$ cat src/rtl/core/llt_pkg.sv
`timescale 1ns / 1ps
`default_nettype none

package llt_pkg;

  localparam int KEY_W      = 64;
  localparam int DST_W      = 32;
  localparam int LEN_W      = 7;
  localparam int CFG_IDX_W  = 4;
  localparam int CFG_DATA_W = 7;
  localparam int IN_DATA_W  = 160;
  localparam int IN_USER_W  = 2;
  localparam int OUT_DATA_W = 96;
  localparam int OUT_USER_W = 4;

  localparam logic [LEN_W-1:0] ID_LEN_FULL = 7'd64;

  localparam logic [CFG_IDX_W-1:0] CFG_ID_LENGTH = 4'd0;
  localparam logic [CFG_IDX_W-1:0] CFG_DROP_MODE = 4'd1;

  typedef enum logic [1:0] {
    REQ_ADD,
    REQ_DEL,
    REQ_LOOKUP
  } req_t;

  typedef enum logic [2:0] {
    STAT_OK,
    STAT_NOENTRY,
    STAT_FULL,
    STAT_NOTFOUND,
    STAT_DROPPED
  } status_t;

  typedef enum logic [2:0] {
    S_CLEAR,
    S_IDLE,
    S_SCAN,
    S_DRAIN,
    S_NEXT,
    S_RESULT
  } state_t;

  typedef enum logic [1:0] {
    PASS_FIND,
    PASS_ADD,
    PASS_FIX
  } pass_t;

  typedef struct packed {
    logic  load;       // capture the accepted request
    logic  scan_rst;   // return the scan address to slot 0
    logic  scan_step;  // issue one slot read and advance
    logic  clear_wr;   // invalidate the slot at the scan address
    logic  proc;       // act on read data with the current pass
    pass_t pass;
    logic  out_load;   // load the result register
  } ctrl_cmd_t;

  typedef struct packed {
    logic clear_req;   // id_length write with a new value
    logic issue_last;  // scan address is on the last slot
    logic full;
    logic drop;
    logic best_hit;
    logic out_busy;
  } dp_status_t;

endpackage

`default_nettype wire

$ cat src/rtl/core/llt_ctrl.sv
`timescale 1ns / 1ps
`default_nettype none

module llt_ctrl (
  input  wire                  clk,
  input  wire                  rst_n,
  input  wire                  in_tvalid,
  output logic                 in_tready,
  input  wire  [1:0]           in_req,
  input  llt_pkg::dp_status_t  stat,
  output llt_pkg::ctrl_cmd_t   cmd
);
  import llt_pkg::*;

  state_t      state_r, state_nxt;
  pass_t       pass_r, pass_nxt;
  logic [1:0]  req_r, req_nxt;

  always_ff @(posedge clk) begin
    if (!rst_n) begin
      state_r <= S_CLEAR;
      pass_r  <= PASS_FIND;
      req_r   <= 2'd0;
    end else begin
      state_r <= state_nxt;
      pass_r  <= pass_nxt;
      req_r   <= req_nxt;
    end
  end

  always_comb begin
    state_nxt = state_r;
    pass_nxt  = pass_r;
    req_nxt   = req_r;
    cmd       = '0;
    in_tready = 1'b0;
    unique case (state_r)
      S_CLEAR: begin
        cmd.scan_step = 1'b1;
        cmd.clear_wr  = 1'b1;
        if (stat.issue_last) state_nxt = S_IDLE;
      end
      S_IDLE: begin
        in_tready = 1'b1;
        if (in_tvalid) begin
          cmd.load = 1'b1;
          req_nxt  = in_req;
          case (in_req)
            REQ_ADD: begin
              if (stat.full) begin
                state_nxt = S_RESULT;
              end else begin
                pass_nxt  = PASS_ADD;
                state_nxt = S_SCAN;
              end
            end
            REQ_DEL: begin
              pass_nxt  = PASS_FIND;
              state_nxt = S_SCAN;
            end
            REQ_LOOKUP: begin
              if (stat.drop) begin
                state_nxt = S_RESULT;
              end else begin
                pass_nxt  = PASS_FIND;
                state_nxt = S_SCAN;
              end
            end
            default: ;  // unknown request: drop it
          endcase
        end
      end
      S_SCAN: begin
        cmd.scan_step = 1'b1;
        cmd.proc      = 1'b1;
        if (stat.issue_last) state_nxt = S_DRAIN;
      end
      S_DRAIN: begin
        cmd.proc  = 1'b1;
        state_nxt = S_NEXT;
      end
      S_NEXT: begin
        if (pass_r == PASS_FIND && req_r == REQ_DEL && stat.best_hit) begin
          pass_nxt  = PASS_FIX;
          state_nxt = S_SCAN;
        end else begin
          state_nxt = S_RESULT;
        end
      end
      S_RESULT: begin
        if (!stat.out_busy) begin
          cmd.out_load = 1'b1;
          state_nxt    = S_IDLE;
        end
      end
      default: state_nxt = S_CLEAR;
    endcase
    cmd.pass = pass_r;
    // a new id length restarts the clearing pass
    if (stat.clear_req) begin
      in_tready     = 1'b0;
      cmd.load      = 1'b0;
      cmd.scan_step = 1'b0;
      cmd.clear_wr  = 1'b0;
      cmd.proc      = 1'b0;
      cmd.scan_rst  = 1'b1;
      state_nxt     = S_CLEAR;
    end
  end

endmodule

`default_nettype wire

$ cat config.mk
export PLATFORM = sky130hd
export DESIGN_NAME = llt_ctrl
export DESIGN_NICKNAME = d
export VERILOG_FILES = /design/src/rtl/core/llt_pkg.sv /design/src/rtl/core/llt_ctrl.sv
export SDC_FILE = /design/constraint.sdc
export NUM_CORES = 1
export LEC_CHECK = 0
export BUFFER_PORTS_ARGS = -buffer_cell sky130_fd_sc_hd__buf_2
export CAP_MARGIN = 20
export CORE_AREA = 2 2 39 41
export CTS_CLUSTER_SIZE = 8
export DETAILED_ROUTE_END_ITERATION = 10
export DIE_AREA = 0 0 41 43
export PLACE_DENSITY_LB_ADDON = 0.12
export SYNTH_ARGS = -nofsm -noshare
export SYNTH_HDL_FRONTEND = slang
export SYNTH_SLANG_ARGS = --single-unit
$ cat constraint.sdc
create_clock -name clk -period 1.9 [get_ports clk]
set_clock_uncertainty 0.2 [all_clocks]
set_input_delay 0.38 -clock clk [delete_from_list [all_inputs] [get_ports clk]]
set_output_delay 0.38 -clock clk [all_outputs]
set_load 0.05 [all_outputs]
# Word-level counts from Yosys, hierarchy flattened
# Index checks and enable logic that the tools add are counted.
# classes
n_reduce_logical	12
mux	25
eq_ne	16
bitwise	1
# ops
op	count
$mux W3	7
$pmux W3 S6	1
$ne A2 B2 Y1 const B	5
$mux W1	9
$pmux W3 S3	1
$mux W2	4
$eq A3 B2 Y1 const B	2
$eq A3 B3 Y1 const B	2
$ne A3 B3 Y1 const B	2
$pmux W2 S3	1
$reduce_and A6 Y1	1
$reduce_or A2 Y1	3
$mux W5	1
$reduce_and A5 Y1	1
$eq A2 B1 Y1 const B	2
$logic_not A2 Y1	2
$ne A4 B2 Y1 const B	1
$pmux W2 S2	1
$eq A3 B1 Y1 const B	1
$logic_not A3 Y1	1
$eq A2 B2 Y1 const B	1
$logic_and A1 B1 Y1	2
$reduce_and A2 Y1	1
$reduce_bool A2 Y1	1
$not A1 Y1	1
# totals
in_bits	11
wordCells	57
register_bits	7

# Longest topological paths before layout
# Gate-level depths: netlist of the first run.
# logic_depth
word_depth	5
depth_mapped	6
mapped_depth_nobuf	6

# Worst setup path before layout of the first run
# OpenSTA, ideal clock, no wires.
# synth_path
path_type	reg2out
from	register state_r[0]
to	output cmd[4] (netlist name)
setup_slack_ns	-0.713
arrival_time_ns	2.033
path_buffers	1
path_stages_with_launch	3
cell_sequence	dfxtp_1 -> buf_2 -> nor4_1
# synth_lines
item	line_no	text
from (decl)	llt_ctrl.sv:15	state_t state_r, state_nxt;
from (signal assigned)	llt_ctrl.sv:25	state_r <= state_nxt;
to (decl)	llt_ctrl.sv:11	output llt_pkg::ctrl_cmd_t cmd

==> qor.yml, run 1 <==
run_status:
  status: "finished, final reports clean"
logic_synthesis:
  ys_top_cells_by_count: "nor2_1 (8), dfxtp_1 (7), nand2_1 (6), nor2b_1 (6)"
  ys_ff_latch: 7
  ys_async_sr_fraction_pct: 0
  syn_nets: 87
  ys_seq_area_share_pct: 24.3
  synthFlopType: "dfxtp_1"
  yosysWarnings: 0
  synth.most_common_cell: "nor2_1"
  synth_top_area_share_pct: 24.3
  synth.distinct_cells: 33
  yosys-top-cells-area: "dfxtp_1 (24%), ha_1 (6.5%), nor2b_1 (6.5%)"
  syn-instance-count: 73
  syn-mean-instance-area_um2: 7.90
  synth_top_cell_by_area: "dfxtp_1"
  synth-edff-count: 0
  mappedNetlistArea_um2: 577
clock_network:
  htreeDepth: 1
  insertion_delay_ns: 0.26
  clockBufferDepth: 2
  cts-root-buf: "clkbuf_4"
  cts_tree: "yes"
  numCtsBuffers: 3
  cts.clk_slew.worst_paths_ns: 0.06
  cts_sinks: 7
  cts-hold-fix-buffers: 0
placement:
  hpwl_um: 1100
  place_congestion: 0.808
  place_area_um2: 746
  io_buffers: 19
power:
  p_per_area_mw_per_mm2: 518
  irDropWorstVdd_v: 0.000459
  p_leak_nw: 0.358
  power.total_mw: 0.418
final_layout:
  areaGrowthSynthToFinish_pct: 39.9
  n_antenna_cell: 0
  final_util_pct: 58.3
  filler_cell_count: 136
  finalInstanceArea_um2: 807
  nets: 116
  drive_gt1_share_pct: 42.6
job:
  drv_cap: 0
critical_path:
  crit_chain: "buf_4 -> nor4_2 -> buf_4"
  r2r_setup_slack_ns: 0.29
  worstPathRequired_ns: 1.32
  worstSetupStartpointType: "register"
  worstSetupPathType: "register to output pin"
  cp-end-kind: "output pin"
  slowest_delay_ns: 0.38
  timing.critical_path.mode_cell: "buf_4"
  path_max_fanout: 8
  critPathBufInv: 2
  worst_path_max_delay_cell: "dfxtp_4"
  arrival_ns: 1.27
  cp_top_family: "flip-flops"
drt:
  vias: 641
  drc: 0
  dr.pass1.iters: 4
  wl_per_cell_um: 12.2
  vias_per_cell: 5.48
  drtAntennaViolNets: 0
  wl_um: 1430
  drtIter0Drc: 5
timing:
  finalSetupViolations: 0
  holdWs_ns: 0.205
  max_freq_ghz: 0.542
  finalCritPeriodShare_pct: 97.1
  relSlewSlack_pct: 75.0
  worst_pin_slew_ns: 0.373
  rsz0062_at_grt: "yes"
  finalCriticalPeriod_ns: 1.85
  maxSlewViolCount: 0
  hold_viol_final: 0
die:
  die_area_mm2: 0.00176
  start_util_pct: 41.7
  die_height_um: 43
  die_x_um: 41
  io_pins: 20
  std_cell_rows: 14
  core_mm2: 0.00138
global_route:
  track_usage_pct: 20.3
  antenna_found_initial: 0
  grt_pass1_vias: 564
  grt_use_met3_pct: 4.71
  grt_most_used_layer: "met2"
  grt_max_degree: 12
  met2_usage_pct: 30.0
  grt_pass1_wl_um: 2370
  grt_overflow: 0
  met1_usage_pct: 25.6
min_path:
  hold_class: "input pin to register"
-- through the flow --
| stage | setup slack (ns) | cells | setup TNS (ns) |
|---|---|---|---|
| 2_1_floorplan | -0.144 | 73 | -0.144 |
| 3_3_place_gp | 0.0649 | 112 | 0 |
| 3_5_place_dp | -0.00812 | 112 | -0.00812 |
| 4_1_cts | 0.0186 | 116 | 0 |
| 5_1_grt | -0.00236 | 117 | -0.00236 |
| 6_report | 0.0544 | 117 | 0 |
-- layout by cell type, fill, tap and decap left out, types with 2 or more instances in the layout --
cell type / Yosys / routed
nand2b_1: 3 / 3
nor2b_1: 6 / 5
nor2_2: 0 / 2
nor2_1: 8 / 6
o21ai_0: 2 / 2
inv_1: 3 / 3
o22ai_1: 2 / 2
dfxtp_2: 0 / 2
ha_1: 3 / 3
a21oi_1: 3 / 3
dfxtp_1: 7 / 4
nand2_1: 6 / 6
nand3_1: 3 / 3
nand3b_1: 2 / 2
clkbuf_4: 0 / 4
buf_2: 3 / 15
nor3_1: 3 / 2
buf_4: 1 / 11
-- what timing repair did --
item,4_1_cts,5_1_grt
buffers inserted,0,1
setup endpoints to repair,4,4
gates cloned,0,0
pin swaps,0,0
resized for setup,6,5
-- worst register-to-register path, stage by stage (launching register included) --
cell and delay, ns:
dfxtp_2 0.38, nand4bb_4 0.30, a211o_1 0.35, nor4b_2 0.22
a41o_1 0.12
-- cell families after synthesis --
group | Yosys count | synth area share [%]
buffers and inverters | 8 | 6.51
AO/OA/AOI/OAI | 17 | 21.9
adder cells (fa/ha/maj) | 3 | 6.51
AND/OR/NAND/NOR | 38 | 40.8
flip-flops | 7 | 24.3
-- power by group --
part / switching, mW / leakage (nW) / internal, mW
Clock: 0.0664 / 0.0150 / 0.0809
Combinational: 0.0674 / 0.285 / 0.0495
Sequential: 0.00426 / 0.0583 / 0.149
-- layer usage --
layer | up-vias | part of all wire (%)
li1 | 326 | -
met1 | 294 | 44
met2 | 17 | 48
met3 | 4 | 4.8
met4 | 0 | 2.9
met5 | - | 0
-- final cells by class --
cell class / instances / area (um2) / share of cell area, %
clock buffers: 4 / 26.3 / 3.26
repair buffers: 28 / 176 / 21.9
well taps: 16 / 20.0 / 2.48
inverters: 4 / 15.0 / 1.86
multi-input cells: 58 / 423 / 52.4
flip-flops and latches: 7 / 146 / 18.1
-- final timing paths --
check | startpoint | cells past startpoint | endpoint
max | state_r[2] | 3 | cmd[4]
min | rst_n | 2 | req_r[0]
max reg2reg | state_r[1] | 4 | pass_r[0]
min reg2reg | pass_r[1] | 2 | pass_r[1]
-- flip-flops by register name, summed over array words and instances (netlist names) --
signal	cells
state_r	3
req_r	2
pass_r	2
No activity file was read; power rests on OpenSTA's default activity.
==> run 2, diff against run 1 <==
clock period = 2.2 ns   (was 1.9 ns; I/O delays follow)
==> run 2 against run 1 <==
Net effect: cell area shrank 8.7%; final cell count shrank 5.1%; hold slack gained 0.077 ns; utilization fell by 5.1 points; critical path type unchanged.
==> qor.yml, run 2 (synthesis gave the netlist of run 1 again) <==
run_status:
  status: "finished, final reports clean"
power:
  p_per_area_mw_per_mm2: 467  # -9.8%
  irDropWorstVdd_v: 0.000348  # -24%
  power.total_mw: 0.344  # -18%
  p_leak_nw: 0.326  # -9.0%
critical_path:
  cp-end-kind: "output pin"
  arrival_ns: 1.40  # +0.13 ns
  path_max_fanout: 7  # -1
  worstSetupPathType: "register to output pin"
  worstSetupStartpointType: "register"
  worstPathRequired_ns: 1.56  # +0.24 ns
clock_network:
  cts-root-buf: "clkbuf_4"
  cts.clk_slew.worst_paths_ns: 0.06  # about the same
  numCtsBuffers: 3  # unchanged
  insertion_delay_ns: 0.26  # about the same
  cts_setup_buffers: 0  # unchanged
  cts_tree: "yes"
  clockBufferDepth: 2  # unchanged
  htreeDepth: 1  # unchanged
  cts_sinks: 7  # unchanged
global_route:
  grt_overflow: 0  # unchanged
  grt_pass1_wl_um: 2260  # -4.4%
  grt_max_degree: 12  # unchanged
  track_usage_pct: 19.2  # -1.1 points
  antenna_found_initial: 0  # unchanged
  grt_pass1_vias: 545  # -3.4%
final_layout:
  reg_top3: "state_r (3), pass_r (2), req_r (2)"
  regMostFlops: "state_r"
  drive_gt1_share_pct: 33.7  # -8.9 points
  n_antenna_cell: 0  # unchanged
  areaGrowthSynthToFinish_pct: 27.8
  filler_cell_count: 141  # +3.7%
  mostFrequentLayoutCells: "buf_2 (19), nor2_1 (8), dfxtp_1 (7)"
  largest_reg_flops: 3  # unchanged
  final_common_cell: "buf_2"
  fin_cells: 111  # -5.1%
  nets: 110  # -5.2%
drt:
  wl_um: 1360  # -4.8%
  dr.pass1.iters: 4  # unchanged
  drtAntennaViolNets: 0  # unchanged
  vias: 614  # -4.2%
  wl_per_cell_um: 12.3  # +0.32%
  drtIter0Drc: 11  # +6
  drc: 0  # unchanged
  vias_per_cell: 5.53  # +0.97%
die:
  std_cell_rows: 14  # unchanged
  io_pins: 20  # unchanged
  core_mm2: 0.00138  # unchanged
  die_area_mm2: 0.00176  # unchanged
  die_x_um: 41  # unchanged
  die_height_um: 43  # unchanged
  start_util_pct: 41.7  # unchanged
timing:
  final.setup.tns_ns: 0  # unchanged
  finalCritPeriodShare_pct: 92.5
  relSlewSlack_pct: 72.1  # -2.9 points
  maxSlewViolCount: 0  # unchanged
  finalSetupViolations: 0  # unchanged
  finalCriticalPeriod_ns: 2.04
  max_freq_ghz: 0.491
  holdWs_ns: 0.282  # +0.0770 ns
  worst_pin_slew_ns: 0.418  # +0.0451 ns
  rsz0062_at_grt: "no"
  hold_viol_final: 0  # unchanged
placement:
  place_congestion: 0.766  # -5.2%
  io_buffers: 19  # unchanged
  dpl.cell_count: 107  # -4.5%
  hpwl_um: 1090  # -0.93%
min_path:
  hold_class: "register to register"
job:
  drv_cap: 0  # unchanged
-- run 2: path summary, 6_finish.rpt --
path	start	to	slack (ns)	depth (start not counted)
min reg2reg	pass_r[1]	pass_r[1]	0.28	2
min	pass_r[1]	pass_r[1]	0.28	2
max reg2reg	state_r[1]	pass_r[0]	0.49	4
max	state_r[2]	cmd[0]	0.16	4
-- run 2: power breakdown --
| group | internal, mW | switching (mW) | total [mW] | leakage [nW] |
|---|---|---|---|---|
| sequential | 0.130 | 0.00266 | 0.132 | 0.0566 |
| clock | 0.0695 | 0.0507 | 0.120 | 0.0150 |
| combinational | 0.0343 | 0.0571 | 0.0914 | 0.254 |
-- run 2: area by class of cell --
class	count	area, um2	share of cell area (%)
repair buffers	22	118	16.0
inverters	4	15.0	2.04
clock buffers	4	26.3	3.57
multi-input cells	58	418	56.7
well taps	16	20.0	2.72
flip-flops and latches	7	140	19.0
-- run 2: worst max-delay path, cell delays in order, from the launching register on --
cell	delay, ns
dfxtp_1	0.47
nor2b_2	0.26
nand2_1	0.07
nor2_1	0.07
buf_2	0.26
-- run 2: layer usage --
| metal | share of wire (%) | vias up | GRT usage, % |
|---|---|---|---|
| met2 | 41 | 23 | 24.7 |
| li1 | - | 314 | - |
| met4 | 2.9 | 0 | 14.0 |
| met1 | 50 | 272 | 26.5 |
| met5 | 0 | - | 0 |
| met3 | 6.2 | 5 | 4.71 |
-- run 2: metrics by stage --
stage	setup WS [ns]	util, %	cell area [um2]
after CTS	0.0846	52.7	729
final	0.165	53.3	737
after global placement	0.216	50.8	703
after floorplan	0.0700	-	588
after detailed placement	0.162	50.8	703
after global routing	0.0473	53.3	737
-- run 2: repair_timing --
item / CTS / global route
hold buffers: 0 / 0
endpoints found under the setup margin: 0 / 2
gates resized for setup: 0 / 2
==> run 3, diff against run 2 <==
==> constraint.sdc (replaced) <==
create_clock -name clk -period 1.9 [get_ports clk]
set_clock_uncertainty 0.2 [all_clocks]
set_input_delay 0.38 -clock clk [delete_from_list [all_inputs] [get_ports clk]]
set_output_delay 0.38 -clock clk [all_outputs]
set_load 0.01 [all_outputs]
==> run 3 against run 2 <==
Net effect: worst setup slack better by 0.0020 ns; via count up 0.16%; critical path depth down 1; combinational power down 2%; clock-buffer cell count unchanged; sequential share of layout area up 0.58 points; final cell count up 1.8%; sequential power up 17%; clock power up 14%; critical endpoint is now in_tready; largest power group unchanged.
==> qor.yml, run 3 (synthesis gave the netlist of run 1 again) <==
job:
  drv_cap: 0  # unchanged
drt:
  met1_length_um: 630  # -7.9%
  wl_per_cell_um: 12.1  # -1.6%
  wl_met3_um: 81  # -3.6%
  drtAntennaViolNets: 0  # unchanged
  vias: 615  # +0.16%
  vias_per_cell: 5.44  # -1.6%
  wl_um: 1360  # +0.15%
  highest_layer: "met4"
  dr.pass1.iters: 4  # unchanged
  dr_wl_met2_um: 631  # +15%
  drc: 0  # unchanged
  drtIter0Drc: 4  # -7
timing:
  max_freq_ghz: 0.577
  finalCriticalPeriod_ns: 1.73
  maxSlewViolCount: 0  # unchanged
  worst_pin_slew_ns: 0.372  # -0.0456 ns
  rsz0062_at_grt: "no"
  relSlewSlack_pct: 75.0  # +2.9 points
  final.setup.tns_ns: 0  # unchanged
  hold_viol_final: 0  # unchanged
  finalSetupViolations: 0  # unchanged
  holdWs_ns: 0.212  # -0.0705 ns
  layout_setup_ws_ns: 0.167  # +0.00197 ns
  finalCritPeriodShare_pct: 91.2
placement:
  dpl.cell_count: 109  # +1.9%
  place_congestion: 0.795  # +3.9%
  io_buffers: 19  # unchanged
  pre_cts_slack_ns: -0.0240  # -0.186 ns
  hpwl_um: 1070  # -2.2%
die:
  die_height_um: 43  # unchanged
  io_pins: 20  # unchanged
  std_cell_rows: 14  # unchanged
  die_area_mm2: 0.00176  # unchanged
  core_mm2: 0.00138  # unchanged
  die_x_um: 41  # unchanged
  start_util_pct: 41.7  # unchanged
final_layout:
  drive_gt1_share_pct: 36.1  # +2.4 points
  areaGrowthSynthToFinish_pct: 29.5
  final_common_cell: "buf_2"
  mostFrequentLayoutCells: "buf_2 (19), nor2_1 (8), nand2_1 (6)"
  fin_cells: 113  # +1.8%
  reg_top3: "state_r (3), pass_r (2), req_r (2)"
  n_antenna_cell: 0  # unchanged
  filler_cell_count: 146  # +3.5%
  regMostFlops: "state_r"
  nets: 112  # +1.8%
  largest_reg_flops: 3  # unchanged
critical_path:
  critPathBufInv: 1  # unchanged
  worstSetupPathType: "register to output pin"
  cp_top_family: "flip-flops"
  cp-end-kind: "output pin"
  path_max_fanout: 5  # -2
  crit_chain: "nor3b_2 -> nor2b_1 -> buf_2"
  cp.depth: 3  # -1
  worstPathRequired_ns: 1.32  # -0.24 ns
  worst_path_max_delay_cell: "dfxtp_2"
  slowest_delay_ns: 0.39  # -0.08 ns
  worstSetupStartpointType: "register"
  arrival_ns: 1.15  # -0.25 ns
  r2r.worst_path.cells: 4  # unchanged
clock_network:
  cts_tree: "yes"
  numCtsBuffers: 3  # unchanged
  clockBufferDepth: 2  # unchanged
  insertion_delay_ns: 0.25  # about the same
  cts.clk_slew.worst_paths_ns: 0.05  # about the same
  cts-root-buf: "clkbuf_4"
  cts_sinks: 7  # unchanged
  cts_resized: 2  # +2
  cts_setup_buffers: 0  # unchanged
  htreeDepth: 1  # unchanged
  cts-hold-fix-buffers: 0  # unchanged
global_route:
  grt_overflow: 0  # unchanged
  antenna_found_initial: 0  # unchanged
  grt_pass1_wl_um: 2260  # unchanged
  track_usage_pct: 19.2  # +0.039 points
  grt_max_degree: 12  # unchanged
  grt_pass1_vias: 548  # +0.55%
power:
  p_per_area_mw_per_mm2: 510  # +9.2%
  p_leak_nw: 0.332  # +2.0%
  irDropWorstVdd_v: 0.000358  # +2.9%
  power.total_mw: 0.381  # +11%
min_path:
  holdPathStages: 3  # +1
  hold_class: "input pin to register"
run_status:
  status: "finished, final reports clean"
==> run 3: cell types whose count changed in the layout (fill, tap and decap cells not counted) <==
cell	change
buf_4	+2
nor4_2	-1
dfxtp_4	+1
nor4_1	+1
nor3_2	-1
dfxtp_2	+2
dfxtp_1	-3
nor3_1	+1
==> run 3: worst paths after layout <==
kind	endpoint	slack (ns)	startpoint
min	state_r[2]	0.21	stat[0]
min reg2reg	pass_r[1]	0.28	pass_r[1]
max	in_tready	0.17	state_r[0]
max reg2reg	pass_r[0]	0.29	state_r[1]
==> run 3: cell type report <==
| class | instances | area, um2 | area share (%) |
|---|---|---|---|
| inverter | 4 | 15.0 | 2.01 |
| multi-input combinational | 58 | 407 | 54.4 |
| tap | 16 | 20.0 | 2.68 |
| sequential | 7 | 146 | 19.6 |
| timing repair buffer | 24 | 133 | 17.8 |
| clock buffer | 4 | 26.3 | 3.52 |
==> run 3: stage by stage <==
step | area (um2) | utilization [%]
CTS | 739 | 53.4
detailed placement | 707 | 51.1
finish | 747 | 54.0
floorplan | 577 | -
global route | 747 | 54.0
global placement | 707 | 51.1
==> run 3: worst register-to-register path, delay by kind of cell (launching register included) <==
family	cells	cell delay (ns)
DFF	1	0.38
AOI/OAI and AO/OA	2	0.47
and+or+nand+nor	2	0.50
==> run 3: report_power, final <==
group          total, mW  switching, mW  internal, mW  leakage [nW]
clock              0.137         0.0567        0.0803        0.0150
sequential         0.154        0.00485         0.149        0.0583
combinational     0.0895         0.0454        0.0442         0.259
total              0.381          0.107         0.274         0.332
==> run 3: routing by layer <==
layer	vias to the layer above	global-route usage, %
met4	0	8.00
met3	3	6.28
li1	319	-
met5	-	0
met1	274	25.0
met2	19	28.1
